### config.mk
export PLATFORM = sky130hd
export DESIGN_NAME = gregorian_date_difference
export DESIGN_NICKNAME = d
export VERILOG_FILES = /design/src/design/gdd_pkg.sv /design/src/design/gdd_front.sv /design/src/design/gdd_queue.sv /design/src/design/gdd_back.sv /design/src/design/gregorian_date_difference.sv
export SDC_FILE = /design/constraint.sdc
export NUM_CORES = 2
export LEC_CHECK = 0
export BUFFER_PORTS_ARGS = -buffer_cell sky130_fd_sc_hd__buf_2
export CELL_PAD_IN_SITES_DETAIL_PLACEMENT = 0
export CELL_PAD_IN_SITES_GLOBAL_PLACEMENT = 2
export CORE_MARGIN = 3
export CORE_UTILIZATION = 41
export CTS_CLUSTER_DIAMETER = 30
export CTS_CLUSTER_SIZE = 20
export DETAILED_ROUTE_END_ITERATION = 8
export PLACE_DENSITY_LB_ADDON = 0.1
export SYNTH_ARGS = -nofsm -noshare
export SYNTH_HDL_FRONTEND = slang
export SYNTH_HIERARCHICAL = 1
export SYNTH_SLANG_ARGS = --single-unit
### constraint.sdc
create_clock -name clk -period 7.08 [get_ports clk]
set_input_delay 1.416 -clock clk [delete_from_list [all_inputs] [get_ports clk]]
set_output_delay 1.416 -clock clk [all_outputs]
set_load 0.01 [all_outputs]
### src/design/gdd_pkg.sv
// Shared types, constants and tables for the Gregorian date difference block.
// Used by the front, queue, back and top level files; depends on nothing.
package gdd_pkg;

    localparam int YEAR_W   = 14;
    localparam int MONTH_W  = 4;
    localparam int DAY_W    = 5;
    localparam int COUNT_W  = 22;
    localparam int Q100_W   = 7;
    localparam int DBM_W    = 9;
    localparam int IN_TDATA_W  = 48;
    localparam int OUT_TDATA_W = 24;

    localparam logic [YEAR_W-1:0]  YEAR_MIN   = 14'd1;
    localparam logic [YEAR_W-1:0]  YEAR_MAX   = 14'd9999;
    localparam logic [MONTH_W-1:0] MONTH_MIN  = 4'd1;
    localparam logic [MONTH_W-1:0] MONTH_MAX  = 4'd12;
    localparam logic [MONTH_W-1:0] MONTH_FEB  = 4'd2;
    localparam logic [12:0]        DIV100_MUL = 13'd5243;
    localparam int                 DIV100_SHIFT = 19;
    localparam logic [8:0]         DAYS_PER_YEAR = 9'd365;
    localparam logic [6:0]         HUNDRED = 7'd100;

    localparam int QUEUE_DEPTH = 4;
    localparam int QPTR_W      = $clog2(QUEUE_DEPTH);
    localparam int QCNT_W      = $clog2(QUEUE_DEPTH + 1);

    typedef struct packed {
        logic [YEAR_W-1:0]  year;
        logic [MONTH_W-1:0] month;
        logic [DAY_W-1:0]   day;
    } date_t;

    typedef struct packed {
        date_t start_date;
        date_t end_date;
        logic  misordered;
    } request_t;

    typedef struct packed {
        logic [YEAR_W-1:0]  year;
        logic [YEAR_W-1:0]  prev_year;
        logic [Q100_W-1:0]  prev_q100;
        logic [Q100_W-1:0]  year_q100;
        logic [MONTH_W-1:0] month;
        logic [DAY_W-1:0]   day;
    } date_split_t;

    function automatic logic [DBM_W-1:0] days_before_month(input logic [MONTH_W-1:0] month);
        logic [DBM_W-1:0] days;
        case (month)
            4'd1:    days = 9'd0;
            4'd2:    days = 9'd31;
            4'd3:    days = 9'd59;
            4'd4:    days = 9'd90;
            4'd5:    days = 9'd120;
            4'd6:    days = 9'd151;
            4'd7:    days = 9'd181;
            4'd8:    days = 9'd212;
            4'd9:    days = 9'd243;
            4'd10:   days = 9'd273;
            4'd11:   days = 9'd304;
            4'd12:   days = 9'd334;
            default: days = 9'd0;
        endcase
        return days;
    endfunction

endpackage

### src/design/gdd_front.sv
// Front end: unpacks a request, clamps years and months, flags reversed order.
// Depends on gdd_pkg.
module gdd_front (
    input  logic [gdd_pkg::IN_TDATA_W-1:0] tdata,
    output gdd_pkg::request_t              req
);

    function automatic gdd_pkg::date_t clamp_date(
        input logic [gdd_pkg::YEAR_W-1:0]  year,
        input logic [gdd_pkg::MONTH_W-1:0] month,
        input logic [gdd_pkg::DAY_W-1:0]   day
    );
        gdd_pkg::date_t d;
        if (year < gdd_pkg::YEAR_MIN)
            d.year = gdd_pkg::YEAR_MIN;
        else if (year > gdd_pkg::YEAR_MAX)
            d.year = gdd_pkg::YEAR_MAX;
        else
            d.year = year;
        if (month < gdd_pkg::MONTH_MIN)
            d.month = gdd_pkg::MONTH_MIN;
        else if (month > gdd_pkg::MONTH_MAX)
            d.month = gdd_pkg::MONTH_MAX;
        else
            d.month = month;
        d.day = day;
        return d;
    endfunction

    always_comb
    begin
        req.start_date = clamp_date(tdata[13:0], tdata[17:14], tdata[22:18]);
        req.end_date   = clamp_date(tdata[36:23], tdata[40:37], tdata[45:41]);
        req.misordered = req.end_date < req.start_date;
    end

endmodule

### src/design/gdd_queue.sv
// Four-entry request queue between the front end and the back end.
// Depends on gdd_pkg.
module gdd_queue (
    input  logic               clk,
    input  logic               rst_n,
    input  logic               push,
    input  gdd_pkg::request_t  push_req,
    output logic               full,
    input  logic               pop,
    output logic               head_valid,
    output gdd_pkg::request_t  head_req
);

    gdd_pkg::request_t             entry_reg [gdd_pkg::QUEUE_DEPTH];
    logic [gdd_pkg::QPTR_W-1:0]    wr_ptr_reg, wr_ptr_next;
    logic [gdd_pkg::QPTR_W-1:0]    rd_ptr_reg, rd_ptr_next;
    logic [gdd_pkg::QCNT_W-1:0]    count_reg, count_next;

    assign full       = count_reg == gdd_pkg::QCNT_W'(gdd_pkg::QUEUE_DEPTH);
    assign head_valid = count_reg != '0;
    assign head_req   = entry_reg[rd_ptr_reg];

    always_comb
    begin
        wr_ptr_next = push ? wr_ptr_reg + 1'b1 : wr_ptr_reg;
        rd_ptr_next = pop  ? rd_ptr_reg + 1'b1 : rd_ptr_reg;
        count_next  = count_reg + gdd_pkg::QCNT_W'(push) - gdd_pkg::QCNT_W'(pop);
    end

    always_ff @(posedge clk or negedge rst_n)
    begin
        if (!rst_n)
        begin
            wr_ptr_reg <= '0;
            rd_ptr_reg <= '0;
            count_reg  <= '0;
        end
        else
        begin
            wr_ptr_reg <= wr_ptr_next;
            rd_ptr_reg <= rd_ptr_next;
            count_reg  <= count_next;
        end
    end

    always_ff @(posedge clk)
    begin
        if (push)
            entry_reg[wr_ptr_reg] <= push_req;
    end

endmodule

### src/design/gdd_back.sv
// Back end: three-stage pipeline from a clamped date pair to the day count.
// Depends on gdd_pkg.
module gdd_back (
    input  logic                             clk,
    input  logic                             rst_n,
    input  logic                             head_valid,
    input  gdd_pkg::request_t                head_req,
    output logic                             pop,
    output logic                             out_valid,
    input  logic                             out_ready,
    output logic [gdd_pkg::COUNT_W-1:0]      out_count,
    output logic                             out_error
);

    function automatic logic [gdd_pkg::Q100_W-1:0] div100(input logic [gdd_pkg::YEAR_W-1:0] v);
        logic [26:0] prod;
        prod = 27'(v) * 27'(gdd_pkg::DIV100_MUL);
        return prod[gdd_pkg::DIV100_SHIFT +: gdd_pkg::Q100_W];
    endfunction

    function automatic gdd_pkg::date_split_t split_date(input gdd_pkg::date_t d);
        gdd_pkg::date_split_t s;
        s.year      = d.year;
        s.prev_year = d.year - 1'b1;
        s.prev_q100 = div100(d.year - 1'b1);
        s.year_q100 = div100(d.year);
        s.month     = d.month;
        s.day       = d.day;
        return s;
    endfunction

    function automatic logic [gdd_pkg::COUNT_W-1:0] serial_day(input gdd_pkg::date_split_t s);
        logic                         leap;
        logic [13:0]                  hundreds;
        logic [gdd_pkg::COUNT_W-1:0]  n;
        hundreds = 14'(s.year_q100) * 14'(gdd_pkg::HUNDRED);
        leap = (s.year[1:0] == 2'b00)
            && ((s.year != hundreds) || (s.year_q100[1:0] == 2'b00));
        n = gdd_pkg::COUNT_W'(s.prev_year) * gdd_pkg::COUNT_W'(gdd_pkg::DAYS_PER_YEAR)
            + gdd_pkg::COUNT_W'(s.prev_year[13:2])
            - gdd_pkg::COUNT_W'(s.prev_q100)
            + gdd_pkg::COUNT_W'(s.prev_q100[6:2])
            + gdd_pkg::COUNT_W'(gdd_pkg::days_before_month(s.month))
            + gdd_pkg::COUNT_W'(leap && (s.month > gdd_pkg::MONTH_FEB))
            + gdd_pkg::COUNT_W'(s.day);
        return n;
    endfunction

    logic                          advance;
    logic                          s1_valid_reg;
    gdd_pkg::date_split_t          s1_start_reg, s1_end_reg;
    logic                          s1_misordered_reg;
    logic                          s2_valid_reg;
    logic [gdd_pkg::COUNT_W-1:0]   s2_start_reg, s2_end_reg;
    logic                          s2_misordered_reg;
    logic                          out_valid_reg;
    logic [gdd_pkg::COUNT_W-1:0]   out_count_reg, out_count_next;
    logic                          out_error_reg, out_error_next;

    assign advance   = !out_valid_reg || out_ready;
    assign pop       = advance && head_valid;
    assign out_valid = out_valid_reg;
    assign out_count = out_count_reg;
    assign out_error = out_error_reg;

    always_comb
    begin
        out_error_next = s2_misordered_reg || (s2_end_reg < s2_start_reg);
        out_count_next = out_error_next ? '0 : s2_end_reg - s2_start_reg;
    end

    always_ff @(posedge clk or negedge rst_n)
    begin
        if (!rst_n)
        begin
            s1_valid_reg  <= 1'b0;
            s2_valid_reg  <= 1'b0;
            out_valid_reg <= 1'b0;
        end
        else if (advance)
        begin
            s1_valid_reg  <= head_valid;
            s2_valid_reg  <= s1_valid_reg;
            out_valid_reg <= s2_valid_reg;
        end
    end

    always_ff @(posedge clk)
    begin
        if (advance)
        begin
            s1_start_reg      <= split_date(head_req.start_date);
            s1_end_reg        <= split_date(head_req.end_date);
            s1_misordered_reg <= head_req.misordered;
            s2_start_reg      <= serial_day(s1_start_reg);
            s2_end_reg        <= serial_day(s1_end_reg);
            s2_misordered_reg <= s1_misordered_reg;
            out_count_reg     <= out_count_next;
            out_error_reg     <= out_error_next;
        end
    end

endmodule

### src/design/gregorian_date_difference.sv
// A request goes through a queue entry, stages s1 and s2 and the output register.
// Throughput: one request per cycle; a four-entry queue absorbs output stalls, and
// s_axis_tready falls only when that queue is full.
// Reset: asynchronous, active low; empties the queue and the pipeline, no clearing pass.
// Top level of the Gregorian date difference block; depends on gdd_pkg,
// gdd_front, gdd_queue and gdd_back.
module gregorian_date_difference (
    input  logic                               clk,
    input  logic                               rst_n,
    input  logic                               s_axis_tvalid,
    output logic                               s_axis_tready,
    // start_year, start_month, start_day, end_year, end_month, end_day, zero pad
    input  logic [gdd_pkg::IN_TDATA_W-1:0]     s_axis_tdata,
    output logic                               m_axis_tvalid,
    input  logic                               m_axis_tready,
    // day_count, zero pad
    output logic [gdd_pkg::OUT_TDATA_W-1:0]    m_axis_tdata,
    // order_error
    output logic                               m_axis_tuser
);

    gdd_pkg::request_t             front_req;
    gdd_pkg::request_t             head_req;
    logic                          queue_full;
    logic                          head_valid;
    logic                          pop;
    logic [gdd_pkg::COUNT_W-1:0]   day_count;

    assign s_axis_tready = !queue_full;
    assign m_axis_tdata  = gdd_pkg::OUT_TDATA_W'(day_count);

    gdd_front u_front (
        .tdata (s_axis_tdata),
        .req   (front_req)
    );

    gdd_queue u_queue (
        .clk        (clk),
        .rst_n      (rst_n),
        .push       (s_axis_tvalid && !queue_full),
        .push_req   (front_req),
        .full       (queue_full),
        .pop        (pop),
        .head_valid (head_valid),
        .head_req   (head_req)
    );

    gdd_back u_back (
        .clk        (clk),
        .rst_n      (rst_n),
        .head_valid (head_valid),
        .head_req   (head_req),
        .pop        (pop),
        .out_valid  (m_axis_tvalid),
        .out_ready  (m_axis_tready),
        .out_count  (day_count),
        .out_error  (m_axis_tuser)
    );

endmodule

Word level (Yosys, flattened, before mapping)
Memories as Yosys holds them, arrays and structs flattened. A register that Yosys moved wholly into a read port is not among the register bits.
Cells that the tools add are included.
- register bits: 181
- RAM bits: 188
- bits in read-only memories: 288
- input port bits: 52
- memories: 3
- memories (memory ; words ; bits a word ; rd ports ; clocked after memory_dff ; wr ports ; line ; RTL):
    u_queue.entry_reg ; 4 ; 47 ; 1 ; 0 ; 1 ; gdd_queue.sv:14 ; gdd_pkg::request_t entry_reg [gdd_pkg::QUEUE_DEPTH];
    (no name shown) ; 16 ; 9 ; 1 ; 1 ; 0 ; gdd_pkg.sv:51 ; case (month)
    (no name shown) ; 16 ; 9 ; 1 ; 1 ; 0 ; gdd_pkg.sv:51 ;
- add/sub/neg operators: 19
- $mul: 8
- order comparisons: 12
- equality and inequality tests: 3
- multiplexer cells: 14
- reductions and logical operators: 17
- operators with widths (operator ; number):
    multiplier 14 x 13 -> 26 bit, second input constant ; 4
    adder 22 x 5 -> 22 bit ; 4
    2-to-1 mux 14 bit ; 4
    adder 22 x 1 -> 22 bit ; 2
    adder 22 x 12 -> 22 bit ; 2
    adder 22 x 9 -> 22 bit ; 2
    multiplier 14 x 9 -> 22 bit, second input constant ; 2
    subtractor 22 x 7 -> 22 bit ; 2
    greater-than comparator 14 bit, second input constant ; 2
    < comparator 14 x 1 -> 1 bit, second input constant ; 2
    inequality test 14 bit ; 2
    subtractor 14 x 1 -> 14 bit, second input constant ; 2
    multiplier 7 x 5 -> 12 bit, second input constant ; 2
    2-to-1 mux 4 bit ; 6
    < comparator 23 bit ; 1
    < comparator 22 bit ; 1
    subtractor 22 bit ; 1
    2-to-1 mux 9 bit ; 2
    greater-than comparator 4 x 2 -> 1 bit, second input constant ; 2
    greater-than comparator 4 bit, second input constant ; 2
    logical NOT 2 bit ; 4
    < comparator 4 x 1 -> 1 bit, second input constant ; 2
    logical AND 1 bit ; 6
    adder 2 x 1 -> 2 bit, second input constant ; 2
    other kinds (7) ; 12

Longest topological paths before layout
- word-level depth: 7
- mapped depth: 33

Cells and area by module
The synthesis kept the hierarchy.
- modules (own cells, without submodules) (module ; times used ; cells each ; area an instance (um2) ; seq. area each (um2)):
    gdd_back ; 1 ; 2782 ; 30360.4 ; 5570.3
    gdd_queue ; 1 ; 280 ; 7194.4 ; 5820.6
    gdd_front ; 1 ; 147 ; 984.7 ; 0.0
    gregorian_date_difference ; 1 ; 5 ; 28.8 ; 0.0

Worst setup path after synthesis
No wires, ideal clock.
- path type: input -> register
- from: in m_axis_tready
- to: reg (tool-made name)
- setup time: 127 ps
- data arrival time: 8781 ps
- required time: 6953 ps
- setup slack: -1827 ps
- stages on the path: 7
- buffers on the path: 2
- cell sequence: nand2b_1 clkbuf_1 buf_1 mux2i_1 ha_1 a211oi_1 a31oi_1
- RTL lines (element ; line ; RTL):
    start, declared ; gregorian_date_difference.sv:15 ; input logic m_axis_tready,

Worst setup path in the final report
- from: reg u_back/s1_end_reg[11] (netlist bit)
- to: reg u_back/s2_end_reg[21] (netlist bit), data pin
- word-level cells in the longest chain between the ends: 7
- RTL lines (element ; line ; RTL):
    start, declared ; gdd_back.sv:51 ; gdd_pkg::date_split_t s1_start_reg, s1_end_reg;
    start signal, assigned ; gdd_back.sv:93 ; s1_end_reg <= split_date(head_req.end_date);
    multiplier 7 x 5 -> 12 bit ; gdd_back.sv:36 ; hundreds = 14'(s.year_q100) * 14'(gdd_pkg::HUNDRED);
    inequality test 14 bit ; gdd_back.sv:38 ; && ((s.year != hundreds) || (s.year_q100[1:0] == 2'b00));
    logical OR 1 bit ; gdd_back.sv:38 ;
    logical AND 1 bit ; gdd_back.sv:38 ;
    logical AND 1 bit ; gdd_back.sv:44 ; + gdd_pkg::COUNT_W'(leap && (s.month > gdd_pkg::MONTH_FEB))
    adder 22 x 1 -> 22 bit ; gdd_back.sv:44 ;
    adder 22 x 5 -> 22 bit ; gdd_back.sv:45 ; + gdd_pkg::COUNT_W'(s.day);
    end signal, assigned ; gdd_back.sv:96 ; s2_end_reg <= serial_day(s1_end_reg);
    end, declared ; gdd_back.sv:54 ; logic [gdd_pkg::COUNT_W-1:0] s2_start_reg, s2_end_reg;
Every way passes these cells.
A chain may end at the register's enable or synchronous reset.

==> out/qor.csv <==
stage;metric;value;unit
synth;Mean Syn Cell Area;12.0;um2
synth;Area contributors post-synth;edfxtp_1 28%, ha_1 24%, fa_1 23%;
floorplan;io pins;79;
sta;Max Slew Vio Count;0;
synth;Post-synth EDFFs;359;
sta;Final WS setup;-0.368;ns
run_status;failing checks;negative setup slack;
worst_setup_path;CP max stage delay;0.50;ns
global_route;GRT overflow;0;
synth;register area share after synthesis;0.295;
run_status;outcome;finished with violations;
drt;post-route ant nets;0;
floorplan;die width;313;um
clocking;Num Clock Sinks;387;
sta;actual slew at the worst max-slew pin;1.13;ns
placed_design;Place WS;-0.921;ns
drt;Starting DRT DRC Count;941;
global_route;initial antenna violation count;12;
worst_setup_path;crit path DAT;7.78;ns
sta;Slew HR;0.245;
worst_setup_path;CP Launch Type;register;
final_layout;Non-Filler Instances;4869;
drt;WL/cell;17.2;um
final_layout;max reg flops;188;
drt;drt first pass iters;5;
placed_design;Final GP Congestion;0.846;
sta;Final setup viols;10;
synth;post-synthesis register bit count;387;
synth;Main synth FF type;edfxtp_1;
final_layout;synthesis-to-finish area growth;18.1;%
final_layout;nets;4758;
clocking;clock transition at the registers of the reported paths;0.05;ns
clocking;Post-CTS Hold Fix Bufs;0;
final_layout;layout cell share with drive strength beyond 1;0.166;
run;MaxCap Viol Count;0;
synth;top post-synthesis cells by count;767 x inv_1, 726 x ha_1, 434 x fa_1;
floorplan;Die Area;97800;um2
global_route;largest net degree at the start of global routing;73;
floorplan;# rows;111;
sta;Fin. Hold Viols;0;
drt;drt drc;0;
sta;Worst Clk Skew;0.0250;ns
floorplan;initial core utilization;0.417;
clocking;TritonCTS clock tree;done;
global_route;GRT Overall Usage;0.179;
worst_setup_path;r2r worst-path depth;32;
worst_hold_path;Hold Path Depth;0;
worst_setup_path;required time of the critical path;7.42;ns
clocking;root buffer cell;clkbuf_16;
clocking;worst skew pair latency;0.61;ns
drt;DRT Wirelength;83800;um
sta;RSZ-0062 raised after global routing;true;
placed_design;HPWL Detailed;69400;um
synth;share of flip-flops with an asynchronous set or reset;0.0258;
global_route;first-pass GRT wire length;139000;um
clocking;# H-tree levels;3;
sta;Hold Slack;0.418;ns
sta;share of the clock period used by the worst path;1.05;
sta;post-route minimum period;7.45;ns
placed_design;placed cell count;4674;
synth;Gate Count Post-Synth;3214;
synth;top cell type's share of synthesized area;0.280;
clocking;cts bufs inserted;87;
synth;area leader, netlist;edfxtp_1;
clocking;CTS Buffer Depth;3;
placed_design;port bufs;74;
drt;routed vias/inst;4.78;
synth;Netlist cell types;76;
worst_setup_path;CP Class;reg2reg;
synth;Mapped Area;38600;um2
worst_setup_path;Critical-path top delay cell;fa_1;
worst_setup_path;crit end category;register;
global_route;vias in the first global route;26100;
floorplan;core region area;92500;um2
worst_setup_path;CP Max Fanout;3;
worst_hold_path;path category of the worst min-delay check;reg2reg;
sta;Fmax achieved;134;MHz
drt;Vias;23300;
floorplan;Die Y-Extent;313;um
synth;yosys warns;6;
synth;count leader, synth;inv_1;
routing by layer:
| metal | track usage | part of all wire | vias to the layer above | wire length (um) |
|---|---|---|---|---|
| met5 | 0 | 0.00063 | - | 53 |
| met3 | 0.0311 | 0.040 | 86 | 3380 |
| met1 | 0.253 | 0.48 | 11500 | 40400 |
| li1 | - | - | 11300 | - |
| met2 | 0.289 | 0.46 | 302 | 38900 |
| met4 | 0.0364 | 0.014 | 8 | 1190 |
critical path: cells and delay by family (launching register included):
family          cells  cell delay, ns
simple gates        7            1.23
buf+inv             5            0.23
flops               1            0.45
xor+xnor            1            0.20
compound gates      8            1.21
fa+ha+maj          11            3.85
stage by stage:
stage                      util  TNS, ns  area (um2)
final                     0.493    -2.15       45600
after global routing      0.492    -6.65       45500
after CTS                 0.487    -2.54       45000
after detailed placement  0.452    -9.07       41800
after global placement    0.452    -7.97       41800
after floorplan               -   -0.364       38700
worst paths after layout:
| path | startpoint | slack, ns | endpoint |
|---|---|---|---|
| min reg2reg | u_back/s1_misordered_reg$_DFFE_PN_ | 0.42 | u_back/s2_misordered_reg$_DFFE_PN_ |
| min | u_back/s1_misordered_reg$_DFFE_PN_ | 0.42 | u_back/s2_misordered_reg$_DFFE_PN_ |
| max | u_back/s1_end_reg[11]$_DFFE_PN_ | -0.37 | u_back/s2_end_reg[21]$_DFFE_PN_ |
| max in group asynchronous | rst_n | 6.16 | u_queue/rd_ptr_reg[1]$_DFFE_PN0P_ |
| max reg2reg | u_back/s1_end_reg[11]$_DFFE_PN_ | -0.37 | u_back/s2_end_reg[21]$_DFFE_PN_ |
| min in group asynchronous | rst_n | 0.68 | u_back/s1_valid_reg$_DFFE_PN0N_ |
cell usage in the layout, fill, tap and decap left out, drive strengths merged, types with 5 or more instances in the layout:
cell type,instances
dfrtp,10
or3,8
a21boi,9
nand3,24
o211ai,5
nor4,10
a31oi,16
fa,434
mux2i,8
o21ai,54
clkbuf,96
a21o,35
a211oi,14
nand2b,21
clkinvlp,13
nor2b,12
dfxtp,18
nand4,19
xor2,51
and3,13
nand2,88
nor3,25
o31ai,6
o21bai,11
edfxtp,359
and2,13
mux4,47
o2111ai,5
a2111oi,5
xnor2,116
clkinv,36
bufinv,10
nor2,95
inv,775
buf,276
o21a,14
diode,6
a21oi,93
ha,726
logic make-up after synthesis:
family                     synth area share
AOI/OAI and AO/OA                    0.0492
xor gates and xnor gates             0.0385
adders and majority gates             0.461
buffers and inverters                0.0808
DFF                                   0.295
muxes                                0.0309
other                             0.0000972
and+or+nand+nor                      0.0443
timing repair:
action / in CTS / in global routing
cloned: 0 / 0
setup buffers: 8 / 19
pin swaps: 25 / 59
endpoints found under the setup margin: 23 / 25
resized for setup: 41 / 85
final cells by class:
| cell class | instances | area [um2] |
|---|---|---|
| Inverter | 767 | 2890 |
| Antenna cell | 6 | 15.0 |
| Multi-Input combinational cell | 2027 | 24700 |
| Sequential cell | 387 | 11400 |
| Clock buffer | 96 | 2230 |
| Timing Repair Buffer | 276 | 1990 |
| Tap cell | 1243 | 1560 |
| Clock inverter | 67 | 744 |
| Fill cell | 8384 | 46900 |
Power is not shown: default switching activity piles up to over one toggle a cycle in this logic, so the estimate is an artifact.
